--- config.mk ---
export PLATFORM = sky130hd
export DESIGN_NAME = rkst_ctrl
export DESIGN_NICKNAME = d
export VERILOG_FILES = /design/src/hw/rtl/rkst_pkg.sv /design/src/hw/rtl/rkst_ctrl.sv
export SDC_FILE = /design/constraint.sdc
export NUM_CORES = 1
export LEC_CHECK = 0
export BUFFER_PORTS_ARGS = -buffer_cell sky130_fd_sc_hd__buf_2
export CORE_ASPECT_RATIO = 1.1
export CORE_MARGIN = 1
export CORE_UTILIZATION = 40
export CTS_CLUSTER_DIAMETER = 40
export DETAILED_ROUTE_END_ITERATION = 10
export GPL_TIMING_DRIVEN = 0
export PLACE_DENSITY_LB_ADDON = 0.05
export SYNTH_ARGS = -nofsm -noshare
export SYNTH_HDL_FRONTEND = slang
export SYNTH_SLANG_ARGS = --single-unit
--- constraint.sdc ---
create_clock -name clk_i -period 1.6 [get_ports clk_i]
set_clock_uncertainty 0.2 [all_clocks]
set_input_delay 0.32 -clock clk_i [delete_from_list [all_inputs] [get_ports clk_i]]
set_output_delay 0.32 -clock clk_i [all_outputs]
set_load 0.01 [all_outputs]
--- src/hw/rtl/rkst_pkg.sv ---
// shared types, codes and sizes for the range k-th smallest block
// no dependencies
package rkst_pkg;

  localparam int MaxItems  = 1024;
  localparam int NodePool  = 16384;
  localparam int RankW     = 11;
  localparam int CntW      = 11;
  localparam int LinkW     = $clog2(NodePool);
  localparam int FreeW     = LinkW + 1;
  localparam int VerW      = $clog2(MaxItems + 1);
  localparam int WantW     = 16;
  localparam int LvlW      = 4;
  localparam int StW       = 3;

  // result status codes
  localparam logic [StW-1:0] StOk    = 3'd0;
  localparam logic [StW-1:0] StRange = 3'd1;
  localparam logic [StW-1:0] StBadK  = 3'd2;
  localparam logic [StW-1:0] StRank  = 3'd3;
  localparam logic [StW-1:0] StFull  = 3'd4;

  // version root read selects
  localparam logic [1:0] VrItems = 2'd0;
  localparam logic [1:0] VrRight = 2'd1;
  localparam logic [1:0] VrLeftM = 2'd2;

  // version root capture targets
  localparam logic [1:0] VcNone = 2'd0;
  localparam logic [1:0] VcCur  = 2'd1;
  localparam logic [1:0] VcPre  = 2'd2;

  // node read address selects
  localparam logic [2:0] NrCur  = 3'd0;
  localparam logic [2:0] NrPre  = 3'd1;
  localparam logic [2:0] NrLCur = 3'd2;
  localparam logic [2:0] NrLPre = 3'd3;
  localparam logic [2:0] NrRCur = 3'd4;
  localparam logic [2:0] NrRPre = 3'd5;

  // node capture targets
  localparam logic [2:0] NcNone = 3'd0;
  localparam logic [2:0] NcCurN = 3'd1;
  localparam logic [2:0] NcPreN = 3'd2;
  localparam logic [2:0] NcLc   = 3'd3;
  localparam logic [2:0] NcLp   = 3'd4;

  typedef struct packed {
    logic [CntW-1:0]  cnt;
    logic [LinkW-1:0] lft;
    logic [LinkW-1:0] rgt;
  } node_t;

  typedef struct packed {
    logic       load;
    logic       chk;
    logic [1:0] vr_sel;
    logic       vr_wr;
    logic [1:0] vr_cap;
    logic [2:0] nd_sel;
    logic [2:0] nd_cap;
    logic       app_wr;
    logic       q_step;
    logic       out_load;
  } cmd_t;

  typedef struct packed {
    logic           is_query;
    logic [StW-1:0] err;
    logic           leaf;
    logic           go_left;
  } sts_t;

endpackage

--- src/hw/rtl/rkst_ctrl.sv ---
// sequencing state machine for appends and queries
// depends on rkst_pkg
module rkst_ctrl (
  input  logic          clk_i,
  input  logic          rst_ni,
  input  logic          s_valid_i,
  output logic          s_ready_o,
  output logic          m_valid_o,
  input  logic          m_ready_i,
  input  rkst_pkg::sts_t sts_i,
  output rkst_pkg::cmd_t cmd_o
);
  import rkst_pkg::*;

  localparam logic [3:0] SIdle = 4'd0;
  localparam logic [3:0] SChk  = 4'd1;
  localparam logic [3:0] SAv   = 4'd2;
  localparam logic [3:0] SArd  = 4'd3;
  localparam logic [3:0] SAwr  = 4'd4;
  localparam logic [3:0] SQv1  = 4'd5;
  localparam logic [3:0] SQv2  = 4'd6;
  localparam logic [3:0] SQn1  = 4'd7;
  localparam logic [3:0] SQn2  = 4'd8;
  localparam logic [3:0] SQn3  = 4'd9;
  localparam logic [3:0] SQl   = 4'd10;
  localparam logic [3:0] SQl2  = 4'd11;
  localparam logic [3:0] SQl3  = 4'd12;
  localparam logic [3:0] SQd   = 4'd13;
  localparam logic [3:0] SQr   = 4'd14;
  localparam logic [3:0] SFin  = 4'd15;

  logic [3:0] state_q, state_d;
  logic       valid_q, valid_d;
  logic       r_pend_q, r_pend_d;

  assign s_ready_o = (state_q == SIdle);
  assign m_valid_o = valid_q;

  // next state and commands
  always_comb begin
    state_d  = state_q;
    r_pend_d = r_pend_q;
    cmd_o    = '0;
    valid_d  = valid_q && !m_ready_i;
    case (state_q)
      SIdle: begin
        if (s_valid_i) begin
          cmd_o.load = 1'b1;
          state_d    = SChk;
        end
      end
      SChk: begin
        cmd_o.chk = 1'b1;
        if (sts_i.err != StOk) begin
          state_d = SFin;
        end else if (sts_i.is_query) begin
          cmd_o.vr_sel = VrRight;
          state_d      = SQv1;
        end else begin
          cmd_o.vr_sel = VrItems;
          cmd_o.vr_wr  = 1'b1;
          state_d      = SAv;
        end
      end
      SAv: begin
        cmd_o.vr_cap = VcCur;
        state_d      = SArd;
      end
      SArd: begin
        cmd_o.nd_sel = NrCur;
        state_d      = SAwr;
      end
      SAwr: begin
        cmd_o.app_wr = 1'b1;
        state_d      = sts_i.leaf ? SFin : SArd;
      end
      SQv1: begin
        cmd_o.vr_cap = VcCur;
        cmd_o.vr_sel = VrLeftM;
        state_d      = SQv2;
      end
      SQv2: begin
        cmd_o.vr_cap = VcPre;
        state_d      = SQn1;
      end
      SQn1: begin
        cmd_o.nd_sel = NrCur;
        state_d      = SQn2;
      end
      SQn2: begin
        cmd_o.nd_cap = NcCurN;
        cmd_o.nd_sel = NrPre;
        state_d      = SQn3;
      end
      SQn3: begin
        cmd_o.nd_cap = NcPreN;
        state_d      = SQl;
      end
      SQl: begin
        if (sts_i.leaf) begin
          state_d = SFin;
        end else begin
          cmd_o.nd_sel = NrLCur;
          state_d      = SQl2;
        end
      end
      SQl2: begin
        cmd_o.nd_cap = NcLc;
        cmd_o.nd_sel = NrLPre;
        state_d      = SQl3;
      end
      SQl3: begin
        cmd_o.nd_cap = NcLp;
        state_d      = SQd;
      end
      SQd: begin
        cmd_o.q_step = 1'b1;
        if (sts_i.go_left) begin
          state_d = SQl;
        end else begin
          cmd_o.nd_sel = NrRCur;
          r_pend_d     = 1'b0;
          state_d      = SQr;
        end
      end
      SQr: begin
        // first capture right of cur while reading right of pre, then capture right of pre
        if (!r_pend_q) begin
          cmd_o.nd_cap = NcCurN;
          cmd_o.nd_sel = NrRPre;
          r_pend_d     = 1'b1;
        end else begin
          cmd_o.nd_cap = NcPreN;
          state_d      = SQl;
        end
      end
      SFin: begin
        if (!valid_q || m_ready_i) begin
          cmd_o.out_load = 1'b1;
          valid_d        = 1'b1;
          state_d        = SIdle;
        end
      end
      default: state_d = SIdle;
    endcase
  end

  // state registers
  always_ff @(posedge clk_i or negedge rst_ni) begin
    if (!rst_ni) begin
      state_q  <= SIdle;
      valid_q  <= 1'b0;
      r_pend_q <= 1'b0;
    end else begin
      state_q  <= state_d;
      valid_q  <= valid_d;
      r_pend_q <= r_pend_d;
    end
  end

endmodule

==> flow_summary.json, run 1 <==
{
  "cts_tree": "done",
  "cts_buffers": 3,
  "antenna_found_initial": 0,
  "first_iter_violations": 42,
  "fmax_mhz": 459.2,
  "yosys.cell_types.count": 38,
  "p_leak_nw": 0.5842,
  "worst_slack_ns": -0.5778,
  "failed_checks": "setup timing",
  "ys_top_cells_by_area": "dfrtp_1 26%, nand2b_1 5.4%, a21oi_1 5.1%",
  "ys.flop_type": "dfrtp_1",
  "ys_seq_area_share_pct": 25.70,
  "syn2layout_area_growth_pct": 115.0,
  "critPathRequiredTime_ns": 1.08,
  "drive_gt1_share_pct": 73.33,
  "drc": 0,
  "synth_warnings": 0,
  "synthArstFlopShare_pct": 100.0,
  "timing.final.max_slew_violations": 0,
  "yosysTopAreaCellShare_pct": 25.70,
  "clk_pin_slew_worst_paths_ns": 0.06,
  "clock-sinks": 6,
  "via_per_inst": 6.583,
  "die_y_um": 42.09,
  "hold_viol_final": 0,
  "wl_per_cell_um": 21.93,
  "first_pass_iters": 4,
  "hp-class": "input pin to async pin",
  "cts_buffer_depth": 2,
  "status": "finished with violations",
  "endpoint_kind": "primary output",
  "die-area_um2": 1618,
  "layout_common_cells": "22 x buf_2, 20 x buf_6, 15 x buf_4, 5 x dfrtp_1, 4 x nand2_2",
  "startpoint": "state_q[0]",
  "place_hpwl_mm": 1.188,
  "crit_arrival_ns": 1.66,
  "htreeDepth": 1,
  "die_w_um": 38.44,
  "start_util_pct": 42.77,
  "wirelength_mm": 3.312,
  "cp-start-kind": "register",
  "gp_congestion": 0.8452,
  "syn-cell-area_um2": 584.3,
  "postSynthAreaPerCell_um2": 7.588,
  "grt_overflow": 0,
  "period_minus_slack_ns": 2.178,
  "synth_edf_count": 0,
  "coreArea_um2": 1366,
  "synth_cells": 77,
  "maxSlewHeadroom_pct": 71.30,
  "finalSetupViolCount": 21,
  "drtAntennaViolNets": 0,
  "antenna_cells": 0,
  "synth_fp_nets": 87,
  "worstMarginPinSlew_ns": 0.4245,
  "vias": 994,
  "synth_top_area_cell": "dfrtp_1",
  "setup_tns_ns": -7.396,
  "pin_count": 28,
  "power.density_nw_per_um2": 2272,
  "period_share_pct": 136.1,
  "portBuffers": 27,
  "clk_latency_ns": 0.28,
  "nets": 147,
  "irDropWorstVdd_v": 0.001473,
  "fin_total_pwr_mw": 2.854,
  "cts_root_buffer": "clkbuf_4",
  "drv_cap": 0,
  "grt_usage_pct": 33.12,
  "worstSetupPathType": "register to primary output",
  "grt_pass1_vias": 868,
  "grt_setup_unrepaired": "yes",
  "layout_commonest_cell": "buf_2",
  "r2r_start": "state_q[0]",
  "grt_max_degree": 11,
  "rows": 14,
  "ys_seq_elements": 6,
  "grt_pass1_wl_mm": 3.815,
  "crit_fanout": 5
}
## synthesized netlist by cell type, types with 2 or more instances
cell type / instances
nor2_1: 6
a31oi_1: 2
and2_1: 2
nor3_1: 5
dfrtp_1: 6
nand2b_1: 5
a21oi_1: 6
inv_1: 3
nand3_1: 2
o21a_1: 2
or3_1: 2
nand2_1: 6
o22a_1: 2
buf_2: 4
## critical path, stage by stage (launching register included)
cell and delay, ns:
dfrtp_1 0.42, buf_6 0.15, nand2b_4 0.16, nor3_2 0.29, o21a_1 0.21, buf_2 0.14
## power by group
| part | leakage, nW | total [mW] | internal (mW) | switching [mW] |
|---|---|---|---|---|
| Clock | 0.0138 | 0.165 | 0.0864 | 0.0785 |
| Sequential | 0.0706 | 0.336 | 0.232 | 0.104 |
| Combinational | 0.500 | 2.35 | 1.18 | 1.18 |
| Total | 0.584 | 2.85 | 1.49 | 1.36 |
## registers in the layout, summed over array words and instances, names as in the netlist
| signal | flops |
|---|---|
| state_q | 4 |
| m_valid_o | 1 |
| r_pend_q | 1 |
## worst paths after layout
kind                              endpoint  slack (ns)  cells after the start
worst min-delay path            state_q[0]        0.23                      2
min in group clk_i                r_pend_q        0.23                      3
worst max register to register  state_q[2]       -0.27                      4
max in group asynchronous       state_q[1]        0.78                      2
worst min register to register   m_valid_o        0.41                      2
worst max-delay path              cmd_o[6]       -0.58                      5
## final cells by class
type / count / area (um2)
clock buffers: 3 / 22.52
well taps: 16 / 20.02
plain buffers: 3 / 45.04
fillers: 54 / 110.1
inverters: 4 / 25.02
multi-input cells: 61 / 534.3
repair buffers: 58 / 457.9
flip-flops and latches: 6 / 151.4
## per-layer routing
metal / vias up / track usage [%] / share of wire, %
met5: - / 0 / 0
met4: 0 / 18.62 / 6.8
met3: 32 / 3.191 / 10
met2: 84 / 53.22 / 47
met1: 473 / 41.81 / 35
li1: 405 / - / -
## logic make-up after synthesis
family | Yosys count | share of synthesized area, %
compound gates | 22 | 27.41
xor+xnor | 1 | 1.499
buf+inv | 10 | 8.564
flops | 6 | 25.70
simple gates | 38 | 36.83
## repair_timing
action / in CTS / in global routing
pin swaps: 13 / 10
buffers inserted: 26 / 6
gates resized for setup: 44 / 25
hold buffers: 1 / 0
endpoints found under the setup margin: 19 / 22
hold endpoints to repair: 6 / 0
## through the flow
step	setup slack [ns]	hold slack [ns]	instances	instance area (um2)	utilization, %
after floorplan	-0.2250	-0.1756	77	619.3	-
after global placement	-0.3191	-0.05348	120	774.5	56.68
after detailed placement	-0.3261	-0.05275	120	774.5	56.68
after CTS	-0.5481	0.2063	149	1154	84.43
after global routing	-0.5817	0.2023	151	1256	91.94
final	-0.5778	0.2265	151	1256	91.94
(Power assumes the default switching activity.)
==> run 2, diff against run 1 <==
--- a/config.mk
+++ b/config.mk
@@ -13,6 +13,7 @@
 export DETAILED_ROUTE_END_ITERATION = 10
 export GPL_TIMING_DRIVEN = 0
 export PLACE_DENSITY_LB_ADDON = 0.05
+export RECOVER_POWER = 50
 export SYNTH_ARGS = -nofsm -noshare
 export SYNTH_HDL_FRONTEND = slang
 export SYNTH_SLANG_ARGS = --single-unit
==> flow_summary.json, run 2 (synthesized netlist as in run 1, its figures left out) <==
{
  "cts_buffer_depth": 2,
  "seq_area_um2": 151.4,
  "drv_cap": 0,
  "nets": 147,
  "vias": 987,
  "gp_congestion": 0.8452,
  "setup_tns_ns": -7.285,
  "pin_count": 28,
  "cts_tree": "done",
  "crit_arrival_ns": 1.65,
  "fmax_mhz": 460.7,
  "nFillCells": 55,
  "die-area_um2": 1618,
  "clk_latency_ns": 0.27,
  "crit_fanout": 4,
  "finalSetupViolCount": 21,
  "cp-start-kind": "register",
  "clock-sinks": 6,
  "antenna_cells": 0,
  "drtAntennaViolNets": 0,
  "p_leak_nw": 0.5814,
  "start_util_pct": 42.77,
  "period_minus_slack_ns": 2.171,
  "drc": 0,
  "max_flop_register": "state_q",
  "drive_gt1_share_pct": 72.59,
  "largest_reg_flops": 4,
  "place_hpwl_mm": 1.188,
  "portBuffers": 27,
  "cts_root_buffer": "clkbuf_4",
  "die_y_um": 42.09,
  "layout_common_cells": "21 x buf_2, 20 x buf_6, 15 x buf_4, 5 x dfrtp_1, 4 x nand2_2",
  "grt_pass1_wl_mm": 3.815,
  "via_per_inst": 6.536,
  "syn2layout_area_growth_pct": 114.8,
  "timing.final.max_slew_violations": 0,
  "multi_input_area_um2": 534.3,
  "grt_overflow": 0,
  "failed_checks": "setup timing",
  "die_w_um": 38.44,
  "grt_pass1_vias": 868,
  "status": "finished with violations",
  "htreeDepth": 1,
  "hold_viol_final": 0,
  "worst_slack_ns": -0.5705,
  "first_pass_iters": 4,
  "cts_buffers": 3,
  "dp_cells": 120,
  "worstSetupPathType": "register to primary output",
  "wirelength_mm": 3.319,
  "clk_pin_slew_worst_paths_ns": 0.06,
  "irDropWorstVdd_v": 0.001473,
  "fin_cells": 151,
  "wl_per_cell_um": 21.98,
  "antenna_found_initial": 0,
  "coreArea_um2": 1366,
  "layout_commonest_cell": "buf_2",
  "grt_usage_pct": 33.12,
  "critPathRequiredTime_ns": 1.08,
  "power.density_nw_per_um2": 2272,
  "maxSlewHeadroom_pct": 71.15,
  "rows": 14,
  "grt_setup_unrepaired": "yes",
  "grt_max_degree": 11,
  "endpoint_kind": "primary output",
  "hp-class": "input pin to register",
  "worstMarginPinSlew_ns": 0.4267,
  "first_iter_violations": 43,
  "period_share_pct": 135.7
}
==> run 2: layout make-up <==
type,instances,share of cell area [%]
Buffer,3,3.589
Clock buffer,3,1.795
Timing Repair Buffer,58,36.39
Multi-Input combinational cell,61,42.57
Tap cell,16,1.595
Sequential cell,6,12.06
Inverter,4,1.994
==> run 2: through the flow <==
| step | utilization, % | total power [mW] | hold slack, ns | instance area (um2) | setup slack, ns |
|---|---|---|---|---|---|
| 5_1_grt | 91.85 | 2.946 | 0.2023 | 1255 | -0.5817 |
| 3_5_place_dp | 56.68 | 1.421 | -0.05275 | 774.5 | -0.3261 |
| 6_report | 91.85 | 2.851 | 0.2305 | 1255 | -0.5705 |
| 4_1_cts | 84.43 | 2.379 | 0.2063 | 1154 | -0.5481 |
| 3_3_place_gp | 56.68 | 1.414 | -0.05348 | 774.5 | -0.3191 |
| 2_1_floorplan | - | 1.124 | -0.1756 | 619.3 | -0.2250 |
==> run 2: power by group <==
part | switching [mW] | internal, mW
sequential | 0.103 | 0.232
clock | 0.0771 | 0.0863
combinational | 1.18 | 1.18
total | 1.36 | 1.49
==> run 2: final timing paths <==
check,start,endpoint,slack (ns),depth (start not counted)
setup / recovery,state_q[0],cmd_o[6],-0.57,5
max in group asynchronous,rst_ni,state_q[1],0.62,2
hold / removal,sts_i[0],r_pend_q,0.23,3
hold reg to reg,m_valid_o,m_valid_o,0.41,2
setup reg to reg,state_q[0],state_q[2],-0.26,4
min in group asynchronous,rst_ni,state_q[0],0.28,2
==> run 2: timing repair <==
item / CTS / global route
hold endpoints to repair: 6 / 0
endpoints found under the setup margin: 19 / 22
setup buffers: 26 / 6
pin swaps: 13 / 10
hold buffers: 1 / 0
gates resized for setup: 44 / 25
==> run 2: routing by layer <==
layer  global-route usage, %  wire (um)  up-vias
li1                        -          -      408
met1                   41.81       1176      467
met4                   18.62        217        0
met5                       0          0        -
met3                   3.191        326       27
met2                   53.22       1599       85
==> run 2: critical path, stage by stage, from the launching register on <==
cell and delay (ns):
dfrtp_1 0.42, buf_6 0.14, or2_4 0.28, a21oi_2 0.20, o21a_1 0.18, buf_2 0.14
==> run 3, diff against run 2 <==
--- a/config.mk
+++ b/config.mk
@@ -5,10 +5,11 @@
 export SDC_FILE = /design/constraint.sdc
 export NUM_CORES = 1
 export LEC_CHECK = 0
+export ABC_AREA = 1
 export BUFFER_PORTS_ARGS = -buffer_cell sky130_fd_sc_hd__buf_2
 export CORE_ASPECT_RATIO = 1.1
-export CORE_MARGIN = 1
-export CORE_UTILIZATION = 40
+export CORE_MARGIN = 2
+export CORE_UTILIZATION = 39
 export CTS_CLUSTER_DIAMETER = 40
 export DETAILED_ROUTE_END_ITERATION = 10
 export GPL_TIMING_DRIVEN = 0
==> flow_summary.json, run 3 <==
{
  "cp-start-kind": "register",
  "cts_tree": "done",
  "drive_gt1_share_pct": 52.82,
  "nets": 154,
  "clk_pin_slew_worst_paths_ns": 0.05,
  "synth_cells": 96,
  "synth_top_area_cell": "dfrtp_1",
  "grt_setup_unrepaired": "yes",
  "postSynthAreaPerCell_um2": 5.956,
  "antenna_found_initial": 0,
  "layout_commonest_cell": "buf_2",
  "drv_cap": 0,
  "worstMarginPinSlew_ns": 0.3691,
  "path_cells": "buf_6, buf_4, nor3_2, buf_2",
  "timing.final.max_slew_violations": 0,
  "finalSetupViolCount": 17,
  "critPathRequiredTime_ns": 1.08,
  "coreArea_um2": 1366,
  "hp-class": "input pin to register",
  "cts_buffers": 3,
  "synthArstFlopShare_pct": 100.0,
  "yosysMostFrequentCell": "nand2_1",
  "fmax_mhz": 544.9,
  "grt_overflow": 0,
  "crit_fanout": 4,
  "max_stage_delay_ns": 0.45,
  "rows": 14,
  "grt_max_degree": 8,
  "cts_buffer_depth": 2,
  "grt_pass1_vias": 678,
  "clock-sinks": 6,
  "regToRegSetupSlack_ns": 0.12,
  "yosysTopAreaCellShare_pct": 26.26,
  "synth_edf_count": 0,
  "first_iter_violations": 16,
  "synth_warnings": 0,
  "pin_count": 28,
  "synth_commonest_cells": "25 x nand2_1, 17 x inv_1, 13 x nor2_1, 12 x nand3_1, 6 x dfrtp_1",
  "irDropWorstVdd_v": 0.0009413,
  "power.share.switching_pct": 50.31,
  "final_util_pct": 69.69,
  "layout_common_cells": "24 x buf_2, 21 x nand2_1, 14 x buf_4, 11 x nand3_1",
  "antenna_cells": 0,
  "portBuffers": 27,
  "switchingPower_uw": 920.5,
  "worst_slack_ns": -0.2351,
  "gp_congestion": 0.8675,
  "seqPwrFrac_pct": 20.2,
  "max_flop_register": "state_q",
  "syn2layout_area_growth_pct": 66.52,
  "die_w_um": 40.51,
  "wirelength_mm": 1.740,
  "power.density_nw_per_um2": 1922,
  "drc": 0,
  "combinationalPowerShare_pct": 72.2,
  "wl_per_cell_um": 11.01,
  "p_leak_nw": 0.5771,
  "synth_fp_nets": 106,
  "worstSetupPathType": "register to primary output",
  "clockPowerShare_pct": 7.6,
  "vias": 779,
  "hold_viol_final": 0,
  "crit_arrival_ns": 1.32,
  "die_y_um": 44.16,
  "place_hpwl_mm": 1.188,
  "clk_latency_ns": 0.24,
  "endpoint_kind": "primary output",
  "first_pass_iters": 4,
  "ys_seq_area_share_pct": 26.26,
  "period_minus_slack_ns": 1.835,
  "die-area_um2": 1789,
  "power.internal_uw": 909.1,
  "status": "finished with violations",
  "drtAntennaViolNets": 0,
  "ys_seq_elements": 6,
  "syn-cell-area_um2": 571.8,
  "via_per_inst": 4.930,
  "largest_reg_flops": 4,
  "failed_checks": "setup timing",
  "slowest_stage": "dfrtp_2",
  "maxSlewHeadroom_pct": 75.39,
  "grt_usage_pct": 22.05,
  "period_share_pct": 114.7,
  "yosys.cell_types.count": 17,
  "htreeDepth": 1,
  "start_util_pct": 41.85,
  "grt_pass1_wl_mm": 2.684,
  "ys_top_cells_by_area": "dfrtp_1 26%, nand2_1 16%, inv_1 11%",
  "fin_total_pwr_mw": 1.830,
  "cts_root_buffer": "clkbuf_4",
  "ys.flop_type": "dfrtp_1"
}
==> run 3: cell type report <==
class	count	area, um2
clock buffer	3	22.52
fill	123	414.1
inverter	22	95.09
multi-input combinational	68	386.6
sequential	6	155.1
tap	16	20.02
timing repair buffer	43	272.8
==> run 3: cells by family after synthesis <==
family	synth area share, %
compound gates	9.629
buf+inv	14.44
simple gates	49.67
flops	26.26
==> run 3: repair_timing <==
item | CTS | global route
gates resized for setup | 19 | 14
pin swaps | 7 | 1
setup buffers | 10 | 5
hold buffers | 1 | 0
endpoints found under the hold margin | 6 | 0
endpoints found under the setup margin | 17 | 17
==> run 3: worst paths after layout <==
kind                            start         end  cells past startpoint
setup / recovery           state_q[3]    cmd_o[2]                      4
hold / removal              m_ready_i   m_valid_o                      2
setup reg to reg           state_q[3]  state_q[3]                      8
hold reg to reg              r_pend_q    r_pend_q                      2
max in group asynchronous      rst_ni  state_q[0]                      2
min in group asynchronous      rst_ni  state_q[1]                      2
==> run 3: per-layer routing <==
layer,global-route usage [%],up-vias,wire [um]
li1,-,393,-
met1,26.98,353,773
met2,35.24,29,842
met3,4.523,4,86
met4,11.33,0,37
met5,0,-,0
==> run 3: critical path: cells and delay by family, from the launching register on <==
kind	cells	cell delay (ns)
AND/OR/NAND/NOR	1	0.19
buffers and inverters	3	0.43
flip-flops	1	0.45
==> run 3: metrics by stage <==
stage                     hold slack, ns  setup TNS, ns  setup WS (ns)  instance area, um2  std cells
after detailed placement        -0.04678        -0.1299       -0.02981               726.9        139
after global routing              0.1006         -3.849        -0.2982               952.2        158
after global placement          -0.04949        -0.1469       -0.03392               726.9        139
after CTS                        0.09244         -2.735        -0.2334               870.8        153
after floorplan                  -0.1756              0        0.05979               571.8         96
final                            0.09662         -2.592        -0.2351               952.2        158
==> run 3: power by group through the flow <==
| stage | Sequential [mW] | Combinational, mW | Clock (mW) |
|---|---|---|---|
| global placement | 0.318 | 0.893 | 0 |
| CTS | 0.338 | 1.12 | 0.147 |
| floorplan | 0.307 | 0.649 | 0 |
| global route | 0.385 | 1.45 | 0.157 |
| finish | 0.369 | 1.32 | 0.140 |
| detailed placement | 0.317 | 0.897 | 0 |
